<file path="src/hw/rtl/assert_macros.svh">
// Assertion macros shared by the min-tracking stack RTL.
`ifndef ASSERT_MACROS_SVH
`define ASSERT_MACROS_SVH

// The consequent must hold in the same cycle as the antecedent.
`define MTS_ASSERT_SAME(label, ante, cons) \
  label: assert property (@(posedge clk) disable iff (!rst_n) (ante) |-> (cons)) \
    else $error("assertion violated in %m");

// The consequent must hold in the cycle after the antecedent.
`define MTS_ASSERT_NEXT(label, ante, cons) \
  label: assert property (@(posedge clk) disable iff (!rst_n) (ante) |=> (cons)) \
    else $error("assertion violated in %m");

`endif

</file>
<file path="src/hw/rtl/mts_fifo.sv">
// Short register queue between the front and back parts.
`timescale 1ns / 1ps

module mts_fifo #(
  parameter int WIDTH = 18,
  parameter int DEPTH = 2
) (
  input  logic             clk,
  input  logic             rst_n,
  input  logic             wr_valid,
  output logic             wr_ready,
  input  logic [WIDTH-1:0] wr_data,
  output logic             rd_valid,
  input  logic             rd_take,
  output logic [WIDTH-1:0] rd_data
);

  localparam int PW = (DEPTH > 1) ? $clog2(DEPTH) : 1;
  localparam int CW = $clog2(DEPTH + 1);

  logic [WIDTH-1:0] entries_r [DEPTH];
  logic [PW-1:0]    wr_ptr_r;
  logic [PW-1:0]    wr_ptr_nxt;
  logic [PW-1:0]    rd_ptr_r;
  logic [PW-1:0]    rd_ptr_nxt;
  logic [CW-1:0]    cnt_r;
  logic [CW-1:0]    cnt_nxt;
  logic             do_wr;
  logic             do_rd;

  assign wr_ready = (cnt_r != CW'(DEPTH));
  assign rd_valid = (cnt_r != '0);
  assign rd_data  = entries_r[rd_ptr_r];
  assign do_wr    = wr_valid && wr_ready;
  assign do_rd    = rd_take && rd_valid;

  // Pointer and fill count update with wrap at the queue depth.
  always_comb begin
    wr_ptr_nxt = wr_ptr_r;
    rd_ptr_nxt = rd_ptr_r;
    cnt_nxt    = cnt_r;
    if (do_wr) begin
      wr_ptr_nxt = (wr_ptr_r == PW'(DEPTH - 1)) ? '0 : wr_ptr_r + PW'(1);
    end
    if (do_rd) begin
      rd_ptr_nxt = (rd_ptr_r == PW'(DEPTH - 1)) ? '0 : rd_ptr_r + PW'(1);
    end
    if (do_wr && !do_rd) begin
      cnt_nxt = cnt_r + CW'(1);
    end else if (do_rd && !do_wr) begin
      cnt_nxt = cnt_r - CW'(1);
    end
  end

  always_ff @(posedge clk) begin
    if (!rst_n) begin
      wr_ptr_r <= '0;
      rd_ptr_r <= '0;
      cnt_r    <= '0;
    end else begin
      wr_ptr_r <= wr_ptr_nxt;
      rd_ptr_r <= rd_ptr_nxt;
      cnt_r    <= cnt_nxt;
    end
  end

  always_ff @(posedge clk) begin
    if (do_wr) begin
      entries_r[wr_ptr_r] <= wr_data;
    end
  end

endmodule

</file>
<file path="config.mk">
export PLATFORM = sky130hd
export DESIGN_NAME = mts_fifo
export DESIGN_NICKNAME = d
export VERILOG_FILES = /design/src/hw/rtl/assert_macros.svh /design/src/hw/rtl/mts_fifo.sv
export SDC_FILE = /design/constraint.sdc
export NUM_CORES = 1
export LEC_CHECK = 0
export ABC_AREA = 1
export BUFFER_PORTS_ARGS = -buffer_cell sky130_fd_sc_hd__buf_2
export CAP_MARGIN = 5
export CORE_MARGIN = 3
export CORE_UTILIZATION = 35
export CTS_CLUSTER_SIZE = 25
export DETAILED_ROUTE_END_ITERATION = 10
export GPL_TIMING_DRIVEN = 0
export HOLD_SLACK_MARGIN = 0.03
export SYNTH_ARGS = -nofsm -noshare
export SYNTH_HDL_FRONTEND = slang
export SYNTH_SLANG_ARGS = --single-unit
</file>
<file path="constraint.sdc">
create_clock -name clk -period 3.5 [get_ports clk]
set_input_delay 0.175 -clock clk [delete_from_list [all_inputs] [get_ports clk]]
set_output_delay 0.175 -clock clk [all_outputs]
set_load 0.005 [all_outputs]
</file>
==> summary.txt, run 1 <==
status -> finished clean
Final min period -> 1.62 ns
gp weighted congestion -> 0.604
RSZ-0062 raised after global routing -> no
row cnt -> 23
Crit path max-delay family -> simple AND/OR/NAND/NOR gates
DRT met1 WL -> 1090 µm
Setup TNS Final -> 0 ns
Initial DRT Pass Iterations -> 4
Synth Cell Area -> 1590 µm²
reg2reg start -> cnt_r[0]
register area share after synthesis -> 74.2%
Avg Inst Size Synth -> 17.1 µm²
initial drt markers -> 40
Die Span X -> 73.5 µm
wire length on met3 -> 189 µm
CP max FO -> 10
setup violators final -> 0
Mapped Cells -> 93
Final ANT Viol Nets -> 0
CTS clock-pin slew for the worst setup and hold paths -> 0.07 ns
static leakage -> 0.794 nW
hpwl dp -> 2140 µm
Clk Latency, worst-skew pair -> 0.28 ns
worst slew pin tran -> 0.524 ns
CTS Buf Count -> 5
peak supply drop -> 0.343 mV
crit path capture -> entries_r[0][10]
Sw Ratio -> 27.0%
area grow syn2layout -> 23.8%
CP required -> 3.50 ns
most numerous cell on the critical path -> nand2_1
Post-CTS Setup Inserts -> 0
first-pass GRT wire length -> 4460 µm
Crit path buffers/inverters -> 2
Max-slew headroom -> 65.0%
CTS root buffer -> clkbuf_8
FF-to-FF setup slack -> 1.88 ns
CP arrival -> 1.62 ns
Clk pwr share -> 21.8%
vias -> 904
CTS H-tree lvls -> 2
reg-to-reg endpoint -> entries_r[0][10]
metal2 WL -> 1480 µm
switching power -> 0.000354 W
Flop pwr share -> 49.4%
combinational cell fraction of total power -> 28.8%
CP startpoint -> cnt_r[0]
Mapped Nets -> 116
Tcrit/Tclk final -> 46.2%
final net count -> 166
vias in the first global route -> 971
post-cts sizing count -> 0
worst r2r path cells -> 5
Post-Route WL -> 2820 µm
worst-path cell with the longest stage delay -> nor2_2
Worst Setup Path Type -> flop to flop
max frequency -> 619 MHz
CTS tree -> done
max-slew violations -> 0
cell count along the critical path -> 5
clock buffer depth -> 2
yosys warns -> 0
# DRC -> 0
CP peak stage delay -> 0.44 ns
TritonCTS Sinks -> 41
initial antenna violation count -> 0
Hold Startpoint -> wr_data[3]
DIE AREA -> 5400 µm²
layout cells sized above 1 -> 48.6%
DR vias/cell -> 4.66
max cap viols -> 0
Yosys cell types -> 15
largest net degree at the start of global routing -> 12
Hold Path Class -> input port to flop
Final Core Density -> 46.9%
Avg WL per Cell -> 14.5 µm
Tot GR Track Use -> 11.5%
cts hold-fix bufs -> 0
max layer used -> met4
chip height -> 73.5 µm
Starting Density -> 37.9%
placeable core area -> 4200 µm²
PortBufs -> 41
Antenna Cells -> 0
Setup Skew -> 0.00190 ns
Worst setup SP type -> flop
num ports -> 42
P per Cell Area -> 665 nW/µm²
GRT overflow -> 0
critical path cell sequence -> inv_1 > nand2_1 > nand2_1 > nor2_2 > buf_8
Int Pwr -> 0.000957 W
Final Hold Viols -> 0
CP Capture Type -> flop
#FFs+latches synth -> 41
worst min-delay path by stage:
stage                  endpoint  slack [ns]  depth (start not counted)
2_1_floorplan   entries_r[0][0]        0.27                          0
3_3_place_gp   entries_r[1][12]        0.36                          1
3_5_place_dp    entries_r[1][3]        0.37                          1
4_1_cts         entries_r[1][3]        0.06                          1
5_1_grt         entries_r[1][0]        0.06                          1
6_report        entries_r[1][3]        0.07                          1
power groups by stage:
stage	Clock [W]	Sequential, W	Combinational, W
final	0.000286	0.000648	0.000378
after global placement	0	0.000655	0.000354
after CTS	0.000296	0.000649	0.000388
after detailed placement	0	0.000660	0.000386
after floorplan	0	0.000651	0.000242
after global routing	0.000319	0.000655	0.000425
kinds of logic (layout without fill, tap and decap cells):
kind of cell / count (synthesis) / count (layout) / share of synthesized area (%)
AO/OA/AOI/OAI: 4 / 4 / 1.41
buffers and inverters: 10 / 61 / 3.85
multiplexers: 18 / 18 / 15.1
flip-flops: 41 / 41 / 74.2
AND/OR/NAND/NOR: 19 / 19 / 4.71
adder cells (fa/ha/maj): 1 / 1 / 0.785
Yosys cell counts (all sizes together):
cell type  count  area (µm²)
nand3          1        5.00
dfxtp          5         100
a21oi          1        5.00
nand4          1        6.26
buf            2        31.3
o21a           1        7.51
o21ai          2        10.0
nand2          9        33.8
mux2          18         240
inv            8        30.0
ha             1        12.5
edfxtp        36        1080
nor2           8        30.0
worst reg2reg max path, cell delays in order (launching register included):
cell	delay (ns)
dfxtp_1	0.36
inv_1	0.10
nand2_1	0.09
nand2_1	0.12
nor2_2	0.44
buf_8	0.22
area by class of cell:
class                           count  area, µm²
Buffer                              2       31.3
Clock buffer                        8       80.1
Fill cell                         388       2230
Inverter                            8       30.0
Multi-Input combinational cell     42        355
Sequential cell                    41       1180
Tap cell                           50       62.6
Timing Repair Buffer               43        231
state kept, by name (all words and copies together) (netlist names), named ones only:
signal,flops
cnt_r,2
wr_ptr_r,1
rd_ptr_r,1
entries_r,36
layout by cell type, fill, tap and decap left out:
master,instances
a21oi_1,1
buf_6,2
nand3_1,1
nor2_2,2
buf_12,1
edfxtp_1,36
nor2_1,6
o21ai_0,2
buf_8,1
inv_1,8
mux2_2,8
dfxtp_1,5
buf_2,41
nand4_1,1
o21a_1,1
clkbuf_8,5
ha_1,1
clkbuf_1,3
nand2_1,9
mux2_4,10
stage by stage:
| step | instance area, µm² | total power, W | setup WS (ns) | hold slack (ns) | cells |
|---|---|---|---|---|---|
| floorplan | 1590 | 0.000893 | 1.74 | 0.274 | 93 |
| global route | 1970 | 0.00140 | 1.75 | 0.0557 | 194 |
| detailed placement | 1890 | 0.00105 | 1.84 | 0.367 | 186 |
| CTS | 1970 | 0.00133 | 1.83 | 0.0650 | 194 |
| global placement | 1860 | 0.00101 | 1.27 | 0.364 | 184 |
| finish | 1970 | 0.00131 | 1.88 | 0.0736 | 194 |
layer usage:
layer,vias to the layer above,global-route usage [%]
met4,0,4.83
li1,437,-
met3,5,5.20
met1,430,12.0
met5,-,0
met2,32,19.8
Note: power is estimated with default switching activity, not from simulation.
==> run 2, diff against run 1 <==
Clock period 3.5 ns to 1.6 ns, I/O delays scaled along.
==> run 2 against run 1 <==
Effect of this change: count of clock-buffer cells in the layout is the same; first-iteration DRC count rose by 35%; global-route usage is 0.32 points higher; flip-flop and latch count stayed put; die area is the same; routed wire length rose by 4.2%; clock power up 120%; register-to-register slack worse by 1.8 ns; final cell count is 9.3% higher; critical path type unchanged; largest cell class unchanged; highest routed layer unchanged.
==> summary.txt, run 2 (same netlist as run 1, synthesis figures left out) <==
status -> finished clean
vias in the first global route -> 1,011
initial drt markers -> 54
max FFs per register -> 36
setup violators final -> 0
hold_ws -> 0.0687 ns
Hold Path End -> cnt_r[1]
switching power -> 0.000782 W
Initial DRT Pass Iterations -> 4
CP max FO -> 10
reg-to-reg endpoint -> entries_r[0][10]
CTS clock-pin slew for the worst setup and hold paths -> 0.07 ns
max cap viols -> 0
Flop pwr share -> 48.8%
hpwl dp -> 2140 µm
Crit path buffers/inverters -> 2
GRT met1 Usage -> 12.8%
combinational cell fraction of total power -> 29.8%
pre-CTS setup slack -> -0.0595 ns
Clk Latency, worst-skew pair -> 0.28 ns
CP required -> 1.60 ns
Post-Route WL -> 2930 µm
Top reg by flops -> entries_r
Sw Ratio -> 26.9%
worst r2r path cells -> 5
Worst setup SP type -> flop
DIE AREA -> 5400 µm²
Final ANT Viol Nets -> 0
Final min period -> 1.56 ns
CTS H-tree lvls -> 2
Tot Pwr -> 0.00291 W
Worst Setup Path Type -> flop to flop
Tot GR Track Use -> 11.8%
CP arrival -> 1.56 ns
CP peak stage delay -> 0.43 ns
Crit path max-delay family -> simple AND/OR/NAND/NOR gates
largest net degree at the start of global routing -> 12
post-route cell area -> 2150 µm²
num ports -> 42
Final Core Density -> 51.3%
CP Capture Type -> flop
Max-slew headroom -> 64.6%
worst-path cell with the longest stage delay -> nor2_2
static leakage -> 0.869 nW
RSZ-0062 raised after global routing -> yes
Setup Skew -> 0.00197 ns
placeable core area -> 4200 µm²
DR vias/cell -> 4.54
multi-input logic area -> 358 µm²
routing usage on met2 -> 19.7%
Tcrit/Tclk final -> 97.3%
grt met3 use -> 5.20%
reg2reg start -> cnt_r[0]
Starting Density -> 37.9%
Sequential Area -> 1180 µm²
Hold Path Stages -> 3
clock buffer depth -> 2
commonest non-fill, non-tap cell in the layout -> buf_2
peak supply drop -> 0.763 mV
Final Hold Viols -> 0
area grow syn2layout -> 35.3%
Hold Startpoint -> rst_n
P per Cell Area -> 1350 nW/µm²
Clk pwr share -> 21.4%
Post-DP Area -> 1890 µm²
# DRC -> 0
chip height -> 73.5 µm
CTS Buf Count -> 5
max frequency -> 643 MHz
critical path cell sequence -> inv_2 > nand2_1 > nand2_2 > nor2_2 > buf_8
Avg WL per Cell -> 13.8 µm
Die Span X -> 73.5 µm
FF-to-FF setup slack -> 0.04 ns
first-pass GRT wire length -> 4620 µm
Int Pwr -> 0.00213 W
final net count -> 184
Antenna Cells -> 0
CP startpoint -> cnt_r[0]
CTS tree -> done
gp weighted congestion -> 0.604
PortBufs -> 41
most frequent cells in the layout -> buf_2 (41), edfxtp_1 (36), dlygate4sd3_1 (18)
Hold Path Class -> input port to flop
biggest regs -> entries_r x36, cnt_r x2
initial antenna violation count -> 0
GRT overflow -> 0
fill count -> 371
worst slew pin tran -> 0.531 ns
layout cells sized above 1 -> 44.4%
Setup WS post-layout -> 0.0438 ns
TritonCTS Sinks -> 41
vias -> 962
CTS root buffer -> clkbuf_8
row cnt -> 23
GR peak layer -> met2
max-slew violations -> 0
run 2: changes by cell type in the layout (fill, tap and decap cells not counted), sizes merged:
| cell | change |
|---|---|
| dlygate4sd3 | +18 |
run 2: how the worst max path moves through the flow:
| stage | cells after the start | endpoint |
|---|---|---|
| finish | 5 | entries_r[0][10] |
| global route | 5 | entries_r[0][14] |
| CTS | 5 | entries_r[0][16] |
| detailed placement | 5 | entries_r[0][11] |
| global placement | 4 | entries_r[0][15] |
| floorplan | 4 | entries_r[1][0] |
run 2: stage by stage:
step / TNS (ns) / instances
2_1_floorplan: -5.73 / 93
3_3_place_gp: -22.65 / 184
3_5_place_dp: -1.01 / 186
4_1_cts: -1.26 / 212
5_1_grt: -1.34 / 212
6_report: 0 / 212
run 2: per-layer routing:
metal | share of wire [%] | routed length (µm)
met1 | 40 | 1190
met2 | 52 | 1520
met3 | 6.1 | 179
met4 | 1.7 | 49
met5 | 0 | 0
run 2: area by class of cell:
class | instances | area share (%)
multi-input combinational | 42 | 16.6
buffer | 2 | 1.45
clock buffer | 8 | 3.72
sequential | 41 | 54.8
inverter | 8 | 1.39
tap | 50 | 2.90
timing repair buffer | 61 | 19.1
run 2: worst min-delay path: stages:
cell	delay [ns]
buf_2	0.13
nand2_1	0.07
nor2_1	0.04
run 2: timing repair:
| item | CTS | global route |
|---|---|---|
| pin swaps | 0 | 0 |
| hold endpoints to repair | 36 | 0 |
| resized for setup | 0 | 2 |
| buffers inserted | 0 | 0 |
| setup endpoints to repair | 20 | 22 |
| hold buffers | 18 | 0 |
run 2: power by group through the flow:
stage	clock, W	sequential (W)	combinational (W)
2_1_floorplan	0	0.00142	0.000530
3_3_place_gp	0	0.00143	0.000775
3_5_place_dp	0	0.00144	0.000845
4_1_cts	0.000648	0.00142	0.000884
5_1_grt	0.000694	0.00143	0.000970
6_report	0.000622	0.00142	0.000866
