[src/hw/rtl/assert_macros.svh]
// Assertion macros shared by the min-tracking stack RTL.
`ifndef ASSERT_MACROS_SVH
`define ASSERT_MACROS_SVH

// The consequent must hold in the same cycle as the antecedent.
`define MTS_ASSERT_SAME(label, ante, cons) \
  label: assert property (@(posedge clk) disable iff (!rst_n) (ante) |-> (cons)) \
    else $error("assertion violated in %m");

// The consequent must hold in the cycle after the antecedent.
`define MTS_ASSERT_NEXT(label, ante, cons) \
  label: assert property (@(posedge clk) disable iff (!rst_n) (ante) |=> (cons)) \
    else $error("assertion violated in %m");

`endif

[src/hw/rtl/mts_pkg.sv]
// Shared types and constants of the min-tracking stack.
`timescale 1ns / 1ps

package mts_pkg;

  // Operation codes, equal to the input kind encoding.
  typedef logic [1:0] mts_op_t;

  localparam mts_op_t OP_PUSH = 2'd0;
  localparam mts_op_t OP_POP  = 2'd1;
  localparam mts_op_t OP_MIN  = 2'd2;
  localparam mts_op_t OP_NONE = 2'd3;

  localparam int OP_WIDTH = 2;

  // Number of entries in the queue between the front and back parts.
  localparam int QUEUE_DEPTH = 2;

  // Status of the execution part.
  typedef struct packed {
    logic empty;
    logic full;
    logic loading;
  } mts_stat_t;

endpackage

[src/hw/rtl/mts_front.sv]
// Front part: registers incoming requests and filters out undefined kinds.
`timescale 1ns / 1ps

module mts_front #(
  parameter int VALUE_WIDTH = 16
) (
  input  logic                   clk,
  input  logic                   rst_n,
  input  logic                   in_valid,
  output logic                   in_ready,
  input  mts_pkg::mts_op_t       in_kind,
  input  logic [VALUE_WIDTH-1:0] in_push_value,
  output logic                   f_valid,
  input  logic                   f_ready,
  output mts_pkg::mts_op_t       f_op,
  output logic [VALUE_WIDTH-1:0] f_value
);

  logic                   valid_r;
  logic                   valid_nxt;
  mts_pkg::mts_op_t       op_r;
  logic [VALUE_WIDTH-1:0] value_r;
  logic                   accept;

  // The holding register frees up when its item moves into the queue.
  assign in_ready = !valid_r || f_ready;
  assign accept   = in_valid && in_ready;

  // A transfer with an undefined kind is taken and dropped here.
  always_comb begin
    valid_nxt = valid_r;
    if (accept) begin
      valid_nxt = (in_kind != mts_pkg::OP_NONE);
    end else if (f_ready) begin
      valid_nxt = 1'b0;
    end
  end

  always_ff @(posedge clk) begin
    if (!rst_n) begin
      valid_r <= 1'b0;
    end else begin
      valid_r <= valid_nxt;
    end
  end

  // Payload; the value only matters for a push, so others carry zero.
  always_ff @(posedge clk) begin
    if (accept) begin
      op_r    <= in_kind;
      value_r <= (in_kind == mts_pkg::OP_PUSH) ? in_push_value : '0;
    end
  end

  assign f_valid = valid_r;
  assign f_op    = op_r;
  assign f_value = value_r;

endmodule

[config.mk]
export PLATFORM = sky130hd
export DESIGN_NAME = mts_front
export DESIGN_NICKNAME = d
export VERILOG_FILES = /design/src/hw/rtl/assert_macros.svh /design/src/hw/rtl/mts_pkg.sv /design/src/hw/rtl/mts_front.sv
export SDC_FILE = /design/constraint.sdc
export NUM_CORES = 1
export LEC_CHECK = 0
export ABC_AREA = 1
export BUFFER_PORTS_ARGS = -buffer_cell sky130_fd_sc_hd__buf_2
export CELL_PAD_IN_SITES_DETAIL_PLACEMENT = 2
export CELL_PAD_IN_SITES_GLOBAL_PLACEMENT = 2
export CORE_ASPECT_RATIO = 1.5
export CORE_MARGIN = 2
export CORE_UTILIZATION = 26
export DETAILED_ROUTE_END_ITERATION = 12
export GPL_ROUTABILITY_DRIVEN = 0
export MAX_ROUTING_LAYER = met4
export PLACE_DENSITY = 0.84
export SLEW_MARGIN = 0
export SYNTH_ARGS = -nofsm -noshare
export SYNTH_HDL_FRONTEND = slang
export SYNTH_SLANG_ARGS = --single-unit
[constraint.sdc]
create_clock -name clk -period 3.2 [get_ports clk]
set_input_delay 0.64 -clock clk [delete_from_list [all_inputs] [get_ports clk]]
set_output_delay 0.64 -clock clk [all_outputs]
set_load 0.01 [all_outputs]
==> results.json, run 1 <==
{
  "status": "completed",
  "viasPerCell": 3.86,
  "coreArea_um2": 3100,
  "required_ns": 2.56,
  "synth_top_family_by_area": "simple AND/OR/NAND/NOR gates",
  "synth_xor_area_frac": 0,
  "intPower_mw": 0.406,
  "netlist_instances": 61,
  "crit_path_max_fanout": 2,
  "grt_pass1_vias": 621,
  "p_sw_mw": 0.118,
  "initial_core_util": 0.266,
  "seqPwrFrac": 0.560,
  "synth.distinct_cells": 11,
  "synthSimpleGateAreaFrac": 0.185,
  "stdcell_count": 146,
  "p_clk_frac": 0.310,
  "rsz0062_at_grt": "no",
  "gr-usage-all-layers": 0.112,
  "crit_path_end_kind": "output port",
  "synth_edf_count": 18,
  "grt_pass1_wl_um": 2740,
  "dp.cells": 142,
  "ys_ff_latch": 19,
  "synthTopCellsByArea": "edfxtp_1 66%, nor2_4 14%, inv_1 8.2%",
  "wl_um": 1730,
  "die_h_um": 73.0,
  "fin_util": 0.359,
  "drc": 0,
  "fmax_mhz": 602,
  "slew_viol_final": 0,
  "dieArea_um2": 3650,
  "yosys_warnings": 0,
  "cts_buffers": 3,
  "rows": 25,
  "antennaDiodeCount": 0,
  "worst_slew_pin_slew_ns": 0.349,
  "synth_top_area_share": 0.656,
  "wl_per_cell_um": 11.8,
  "first_pass_iters": 3,
  "synth_top_cell_by_area": "edfxtp_1",
  "setup_tns_ns": 0,
  "fin_nets": 129,
  "synthArstFlopShare": 0,
  "synth_fa_ha_area_frac": 0,
  "cts_sinks": 19,
  "ios": 42,
  "preCtsSetupSlack_ns": 1.53,
  "cts_resized": 0,
  "ant_nets": 0,
  "syn_to_final_growth_pct": 34.9,
  "power_density_nw_per_um2": 472,
  "dieWidth_um": 50.0,
  "pwr-share-comb": 0.130,
  "clk_path_buf_depth": 2,
  "cts_max_level": 1,
  "port_buffers": 41,
  "syn_area_um2": 825,
  "dp_hpwl_um": 1410,
  "swShare": 0.225,
  "cts_tree": "yes",
  "drt_iter0_markers": 6,
  "seq_area_frac_synth": 0.680,
  "cts.clk_slew.worst_paths_ns": 0.07,
  "grt_max_degree": 19,
  "slew_headroom": 0.768,
  "critPathKind": "input port to output port",
  "cts_hold_buf": 0,
  "hp-class": "flop to flop",
  "setup_viol": 0,
  "synth_compound_area_frac": 0.0152,
  "leakage_nw": 0.533,
  "finalClockSkew_ns": 0.00126,
  "crit_arrival_ns": 1.02,
  "hold_viol_final": 0,
  "worstSkewPairLatency_ns": 0.25,
  "synth_ff_type": "edfxtp_1",
  "overflow": 0,
  "peakVddDrop_mv": 0.161,
  "drive_gt1_frac": 0.538,
  "antenna_found_initial": 0,
  "start_kind": "input port",
  "fin_crit_ns": 1.66,
  "synthMuxAreaShare": 0,
  "synth_area_per_cell_um2": 13.5,
  "post_cts_buffers": 0,
  "ys_top_cells_by_count": "18 x edfxtp_1, 18 x inv_1, 10 x nor2_4, 6 x nor2_1, 3 x nand2_1",
  "via_count": 563,
  "syn_nets": 83,
  "fin_ws_ns": 1.54,
  "fin_crit_sh": 0.519,
  "ctsRootBufferMaster": "clkbuf_8",
  "cap_violations": 0
}
-- cells by family (layout without fill, tap and decap cells) --
family / after synthesis / count (layout)
compound gates: 2 / 2
buf+inv: 20 / 65
flops: 19 / 19
simple gates: 20 / 20
-- layer usage --
layer	vias up	global-route usage	part of all wire
li1	272	-	-
met1	264	0.0894	0.31
met2	25	0.202	0.61
met3	2	0.0287	0.057
met4	0	0.102	0.023
met5	-	-	0
-- per-stage QoR --
step                      cell area [um^2]  hold slack, ns  total power, mW
after CTS                             1110           0.545            0.535
final                                 1110           0.536            0.525
after global placement                1070           0.490            0.365
after global routing                  1110           0.575            0.554
after detailed placement              1070           0.530            0.370
after floorplan                        825           0.578            0.338
-- worst paths after layout --
kind / start / to / slack [ns] / depth (start not counted)
max: f_ready / in_ready / 1.54 / 4
min: f_valid / f_valid / 0.54 / 2
min reg2reg: f_valid / f_valid / 0.54 / 2
max reg2reg: f_valid / f_value[13] / 2.16 / 2
-- cell usage in the layout (no fill, tap or decap) --
master / synthesis / final
a21oi_1: 1 / 1
buf_4: 0 / 2
nor2_4: 10 / 10
or2_1: 1 / 1
inv_1: 18 / 18
clkbuf_1: 0 / 1
nor2_1: 6 / 6
buf_2: 0 / 41
a21boi_2: 0 / 1
dfxtp_1: 1 / 1
edfxtp_1: 18 / 18
clkbuf_8: 0 / 3
nand2_1: 3 / 3
-- worst max-delay path, stage by stage --
cell and delay (ns):
buf_2 0.10, inv_1 0.07, nand2_1 0.07, buf_2 0.14
-- registers in the layout, indices dropped and copies added, names as in the netlist --
register,count
f_value,16
f_op,2
f_valid,1
-- final cells by class --
| class | instances | area [um^2] |
|---|---|---|
| fillers | 351 | 1980 |
| flip-flops and latches | 19 | 561 |
| repair buffers | 43 | 220 |
| multi-input cells | 22 | 169 |
| inverters | 18 | 67.6 |
| well taps | 40 | 50.0 |
| clock buffers | 4 | 45.0 |
-- power by group through the flow --
stage | registers, mW | clock network (mW) | logic [mW]
finish | 0.294 | 0.163 | 0.0681
global route | 0.295 | 0.183 | 0.0759
CTS | 0.294 | 0.170 | 0.0706
detailed placement | 0.300 | 0 | 0.0706
global placement | 0.298 | 0 | 0.0670
floorplan | 0.309 | 0 | 0.0291
Note: power is estimated with default switching activity, not from simulation.
==> run 2: changes to the inputs <==
Settings changed: ABC_AREA 1 to 0, PLACE_DENSITY 0.84 to 0.85.
Clock period 3.2 ns to 1.7 ns, I/O delays scaled along.
==> run 2 against run 1 <==
Net effect: flip-flop and latch count unchanged; register-to-register slack worse by 1.9 ns; area after synthesis down 14%; clock power up 84%; combinational power up 48%.
==> results.json, run 2 <==
{
  "status": "completed",
  "fin_nets": 108,
  "fin_ws_ns": 0.271,
  "ant_nets": 0,
  "hold_viol_final": 0,
  "cts_buffers": 3,
  "fin_crit_ns": 1.43,
  "ios": 42,
  "intPower_mw": 0.759,
  "peakVddDrop_mv": 0.400,
  "p_clk_frac": 0.314,
  "die_h_um": 68.1,
  "syn_area_um2": 713,
  "dieWidth_um": 46.8,
  "syn_to_final_growth_pct": 40.0,
  "regArea_um2": 561,
  "antenna_found_initial": 0,
  "rows": 23,
  "dieArea_um2": 3190,
  "critPathKind": "flop to flop",
  "p_total_mw": 0.955,
  "setup_viol": 0,
  "required_ns": 1.58,
  "post_cts_buffers": 0,
  "slew_viol_final": 0,
  "synthArstFlopShare": 0,
  "drive_gt1_frac": 0.541,
  "hp-class": "input port to flop",
  "p_sw_mw": 0.196,
  "viasPerCell": 4.02,
  "setup_tns_ns": 0,
  "hold_path_depth": 1,
  "worst_slew_pin_slew_ns": 0.782,
  "cap_violations": 0,
  "yosys_warnings": 0,
  "crit_arrival_ns": 1.31,
  "path_cells": "nand2b_1 -> and2_1",
  "grt_pass1_wl_um": 2420,
  "fmax_mhz": 700,
  "critPathSlowestCell": "and2_1",
  "first_pass_iters": 2,
  "gr-usage-all-layers": 0.119,
  "seqPwrFrac": 0.580,
  "synth_top_area_share": 0.758,
  "synth_ff_type": "edfxtp_1",
  "crit_path_max_fanout": 18,
  "synthTopCellsByArea": "edfxtp_1 76%, and2_1 15%, dfxtp_1 2.8%",
  "clk_path_buf_depth": 2,
  "seq_area_frac_synth": 0.786,
  "synth.distinct_cells": 8,
  "leakage_nw": 0.436,
  "crit_path_end_kind": "flop",
  "synth_edf_count": 18,
  "fin_crit_sh": 0.840,
  "final_common_cell": "buf_2",
  "syn_nets": 63,
  "antennaDiodeCount": 0,
  "largest_reg_flops": 16,
  "drt_iter0_markers": 5,
  "netlist_instances": 41,
  "cts_max_level": 1,
  "dp.cells": 118,
  "r2r_cells": 2,
  "path_depth": 2,
  "grt_pass1_vias": 536,
  "synth_top_cell_by_area": "edfxtp_1",
  "finalClockSkew_ns": 0.00253,
  "preCtsSetupSlack_ns": 0.0998,
  "cpLargestDelayFamily": "simple AND/OR/NAND/NOR gates",
  "grt_max_degree": 19,
  "coreArea_um2": 2650,
  "cts_hold_buf": 0,
  "power_density_nw_per_um2": 957,
  "synth_area_per_cell_um2": 17.4,
  "wl_um": 1600,
  "pwr-share-comb": 0.106,
  "crit_buf_inv": 0,
  "ys_ff_latch": 19,
  "cts.clk_slew.worst_paths_ns": 0.06,
  "post-synth-top-count-cell": "edfxtp_1",
  "multi_input_area_um2": 141,
  "stdcell_count": 122,
  "overflow": 0,
  "cpPeakStageDelay_ns": 0.65,
  "fillers": 306,
  "layout_common_cells": "41 x buf_2, 18 x edfxtp_1, 17 x and2_1",
  "port_buffers": 41,
  "ys_top_cells_by_count": "18 x edfxtp_1, 17 x and2_1",
  "slew_headroom": 0.479,
  "cts_tree": "yes",
  "ctsRootBufferMaster": "clkbuf_8",
  "rsz0062_at_grt": "no",
  "drc": 0,
  "fin_util": 0.377,
  "cts_sinks": 19,
  "cts_resized": 0,
  "start_kind": "flop",
  "initial_core_util": 0.269,
  "swShare": 0.205,
  "worstSkewPairLatency_ns": 0.25,
  "wl_per_cell_um": 13.1,
  "via_count": 490
}
run 2: final timing paths:
path	end	slack, ns	startpoint
setup / recovery	f_value[9]	0.27	f_valid
hold / removal	f_op[1]	0.33	in_kind[1]
setup reg to reg	f_value[9]	0.27	f_valid
hold reg to reg	f_valid	0.54	f_valid
run 2: logic make-up after synthesis:
kind of cell,count (synthesis),share of synthesized area
simple gates,19,0.174
flops,19,0.786
compound gates,2,0.0246
buf+inv,1,0.0158
run 2: worst reg2reg max path, stage by stage (launching register included):
cell and delay, ns:
dfxtp_1 0.31, nand2b_1 0.10, and2_1 0.65
run 2: layer usage:
| layer | up-vias | global-route usage | wire (um) |
|---|---|---|---|
| met2 | 23 | 0.205 | 937 |
| met4 | 0 | 0.0833 | 27 |
| li1 | 230 | - | - |
| met3 | 2 | 0.0158 | 107 |
| met1 | 235 | 0.116 | 531 |
| met5 | - | - | 0 |
run 2: power groups by stage:
stage | Clock (mW) | Combinational [mW] | Sequential, mW
after floorplan | 0 | 0.0283 | 0.580
after global placement | 0 | 0.0989 | 0.562
after detailed placement | 0 | 0.104 | 0.564
after CTS | 0.312 | 0.105 | 0.555
after global routing | 0.341 | 0.112 | 0.556
final | 0.300 | 0.101 | 0.554
run 2: metrics by stage:
step,hold WS [ns],area (um^2)
floorplan,0.439,713
global placement,0.497,953
finish,0.331,998
global route,0.326,998
CTS,0.325,998
detailed placement,0.544,953
run 2: cell type report:
cell class / instances / area share
Multi-Input combinational cell: 21 / 0.142
Clock buffer: 4 / 0.0451
Sequential cell: 19 / 0.561
Timing Repair Buffer: 41 / 0.206
Tap cell: 37 / 0.0464
==> run 3: changes to the inputs <==
Settings changed: ABC_AREA 0 to 1, PLACE_DENSITY 0.85 to 0.84.
Clock period 1.7 ns to 1.4 ns, I/O delays scaled along.
==> run 3 against run 2 <==
Net effect: die area is 14% higher; clock power is 22% higher; worst hold slack worse by 0.10 ns; via count is 18% higher; utilization is 1.4 points lower; register-to-register slack better by 0.14 ns.
==> results.json, run 3 (same netlist as run 1, synthesis figures left out) <==
{
  "grt_pass1_wl_um": 2770,
  "critPathCapture": "in_ready",
  "cts_buffers": 3,
  "r2r_cells": 2,
  "rsz0062_at_grt": "no",
  "routed.top_layer": "met4",
  "port_buffers": 41,
  "drive_gt1_frac": 0.538,
  "via_count": 577,
  "reg2reg_to": "f_value[9]",
  "setup_viol": 0,
  "cts_hold_buf": 0,
  "post_cts_buffers": 0,
  "dieWidth_um": 50.0,
  "fin_crit_ns": 1.14,
  "finalClockSkew_ns": 0.00364,
  "grt_max_degree": 19,
  "initial_core_util": 0.266,
  "start_kind": "flop",
  "ios": 42,
  "overflow": 0,
  "crit_path_max_fanout": 3,
  "final_common_cell": "buf_2",
  "final_area_um2": 1120,
  "viasPerCell": 3.95,
  "drt_iter0_markers": 3,
  "reg2reg_slack_ns": 0.41,
  "critPathKind": "flop to output port",
  "crit_path_end_kind": "output port",
  "hold_viol_final": 0,
  "status": "completed",
  "wl_met2_um": 1050,
  "dieArea_um2": 3650,
  "hold_start": "in_kind[1]",
  "cts_sinks": 19,
  "fmax_mhz": 880,
  "coreArea_um2": 3100,
  "worst_slew_pin_slew_ns": 0.336,
  "dp.cells": 142,
  "cts.clk_slew.worst_paths_ns": 0.07,
  "reg2reg_from": "f_valid",
  "layout_common_cells": "41 x buf_2, 18 x inv_1, 18 x edfxtp_1",
  "cap_violations": 0,
  "wl_per_cell_um": 12.4,
  "wl_met1_um": 621,
  "hp-class": "input port to flop",
  "cts_max_level": 1,
  "fin_nets": 129,
  "clk_path_buf_depth": 2,
  "slew_viol_final": 0,
  "slew_headroom": 0.776,
  "power_density_nw_per_um2": 1070,
  "gr-usage-all-layers": 0.107,
  "leakage_nw": 0.537,
  "worstSkewPairLatency_ns": 0.25,
  "ant_nets": 0,
  "setup_tns_ns": 0,
  "drc": 0,
  "startpoint": "f_valid",
  "fin_crit_sh": 0.811,
  "dr_wl_met3_um": 107,
  "peakVddDrop_mv": 0.372,
  "place_area_um2": 1080,
  "cts_resized": 0,
  "crit_arrival_ns": 0.86,
  "die_h_um": 73.0,
  "grt_pass1_vias": 612,
  "first_pass_iters": 2,
  "cts_tree": "yes",
  "required_ns": 1.12,
  "antenna_found_initial": 0,
  "antennaDiodeCount": 0,
  "fillers": 345,
  "largest_reg_flops": 16,
  "wl_um": 1810,
  "dp_hpwl_um": 1530,
  "ctsRootBufferMaster": "clkbuf_8",
  "whs_ns": 0.231,
  "stdcell_count": 146,
  "rows": 25,
  "p_total_mw": 1.20,
  "syn_to_final_growth_pct": 36.4
}
run 3: changes by cell type in the layout (fill, tap and decap cells not counted), sizes merged:
cell and change:
and2 -17, nor2 +15, nand2b -1, or2 +1
nand2 +3, a21oi +1, a21bo -1, inv +18
buf +2
run 3: where the power goes:
part / internal [mW] / total [mW] / switching [mW]
Sequential: 0.662 / 0.672 / 0.0103
Clock: 0.202 / 0.365 / 0.164
Combinational: 0.0699 / 0.164 / 0.0942
run 3: how the worst min path moves through the flow:
stage	cells after the start	to	slack, ns
floorplan	0	f_op[0]	0.38
detailed placement	1	f_op[1]	0.49
global placement	1	f_op[0]	0.48
finish	1	f_op[1]	0.23
CTS	1	f_op[1]	0.22
global route	1	f_op[1]	0.23
run 3: per-stage QoR:
stage,worst slack (ns),util
after floorplan,0.109,-
after global placement,0.287,0.349
after detailed placement,0.216,0.349
after CTS,0.254,0.363
after global routing,0.228,0.363
final,0.264,0.363
run 3: final cells by class:
| type | count | area (um^2) | share of cell area |
|---|---|---|---|
| clock buffers | 4 | 45.0 | 0.0400 |
| flip-flops and latches | 19 | 561 | 0.498 |
| repair buffers | 43 | 233 | 0.207 |
| well taps | 40 | 50.0 | 0.0445 |
| multi-input cells | 22 | 169 | 0.150 |
| inverters | 18 | 67.6 | 0.0601 |
run 3: worst max-delay path, stage by stage, from the launching register on:
cell,delay (ns)
dfxtp_1,0.37
nand2_1,0.09
buf_2,0.14
run 3: per-layer routing:
| metal | vias to the layer above | track usage |
|---|---|---|
| li1 | 274 | - |
| met3 | 2 | 0.0143 |
| met5 | - | - |
| met4 | 0 | 0.0648 |
| met2 | 29 | 0.196 |
| met1 | 272 | 0.105 |
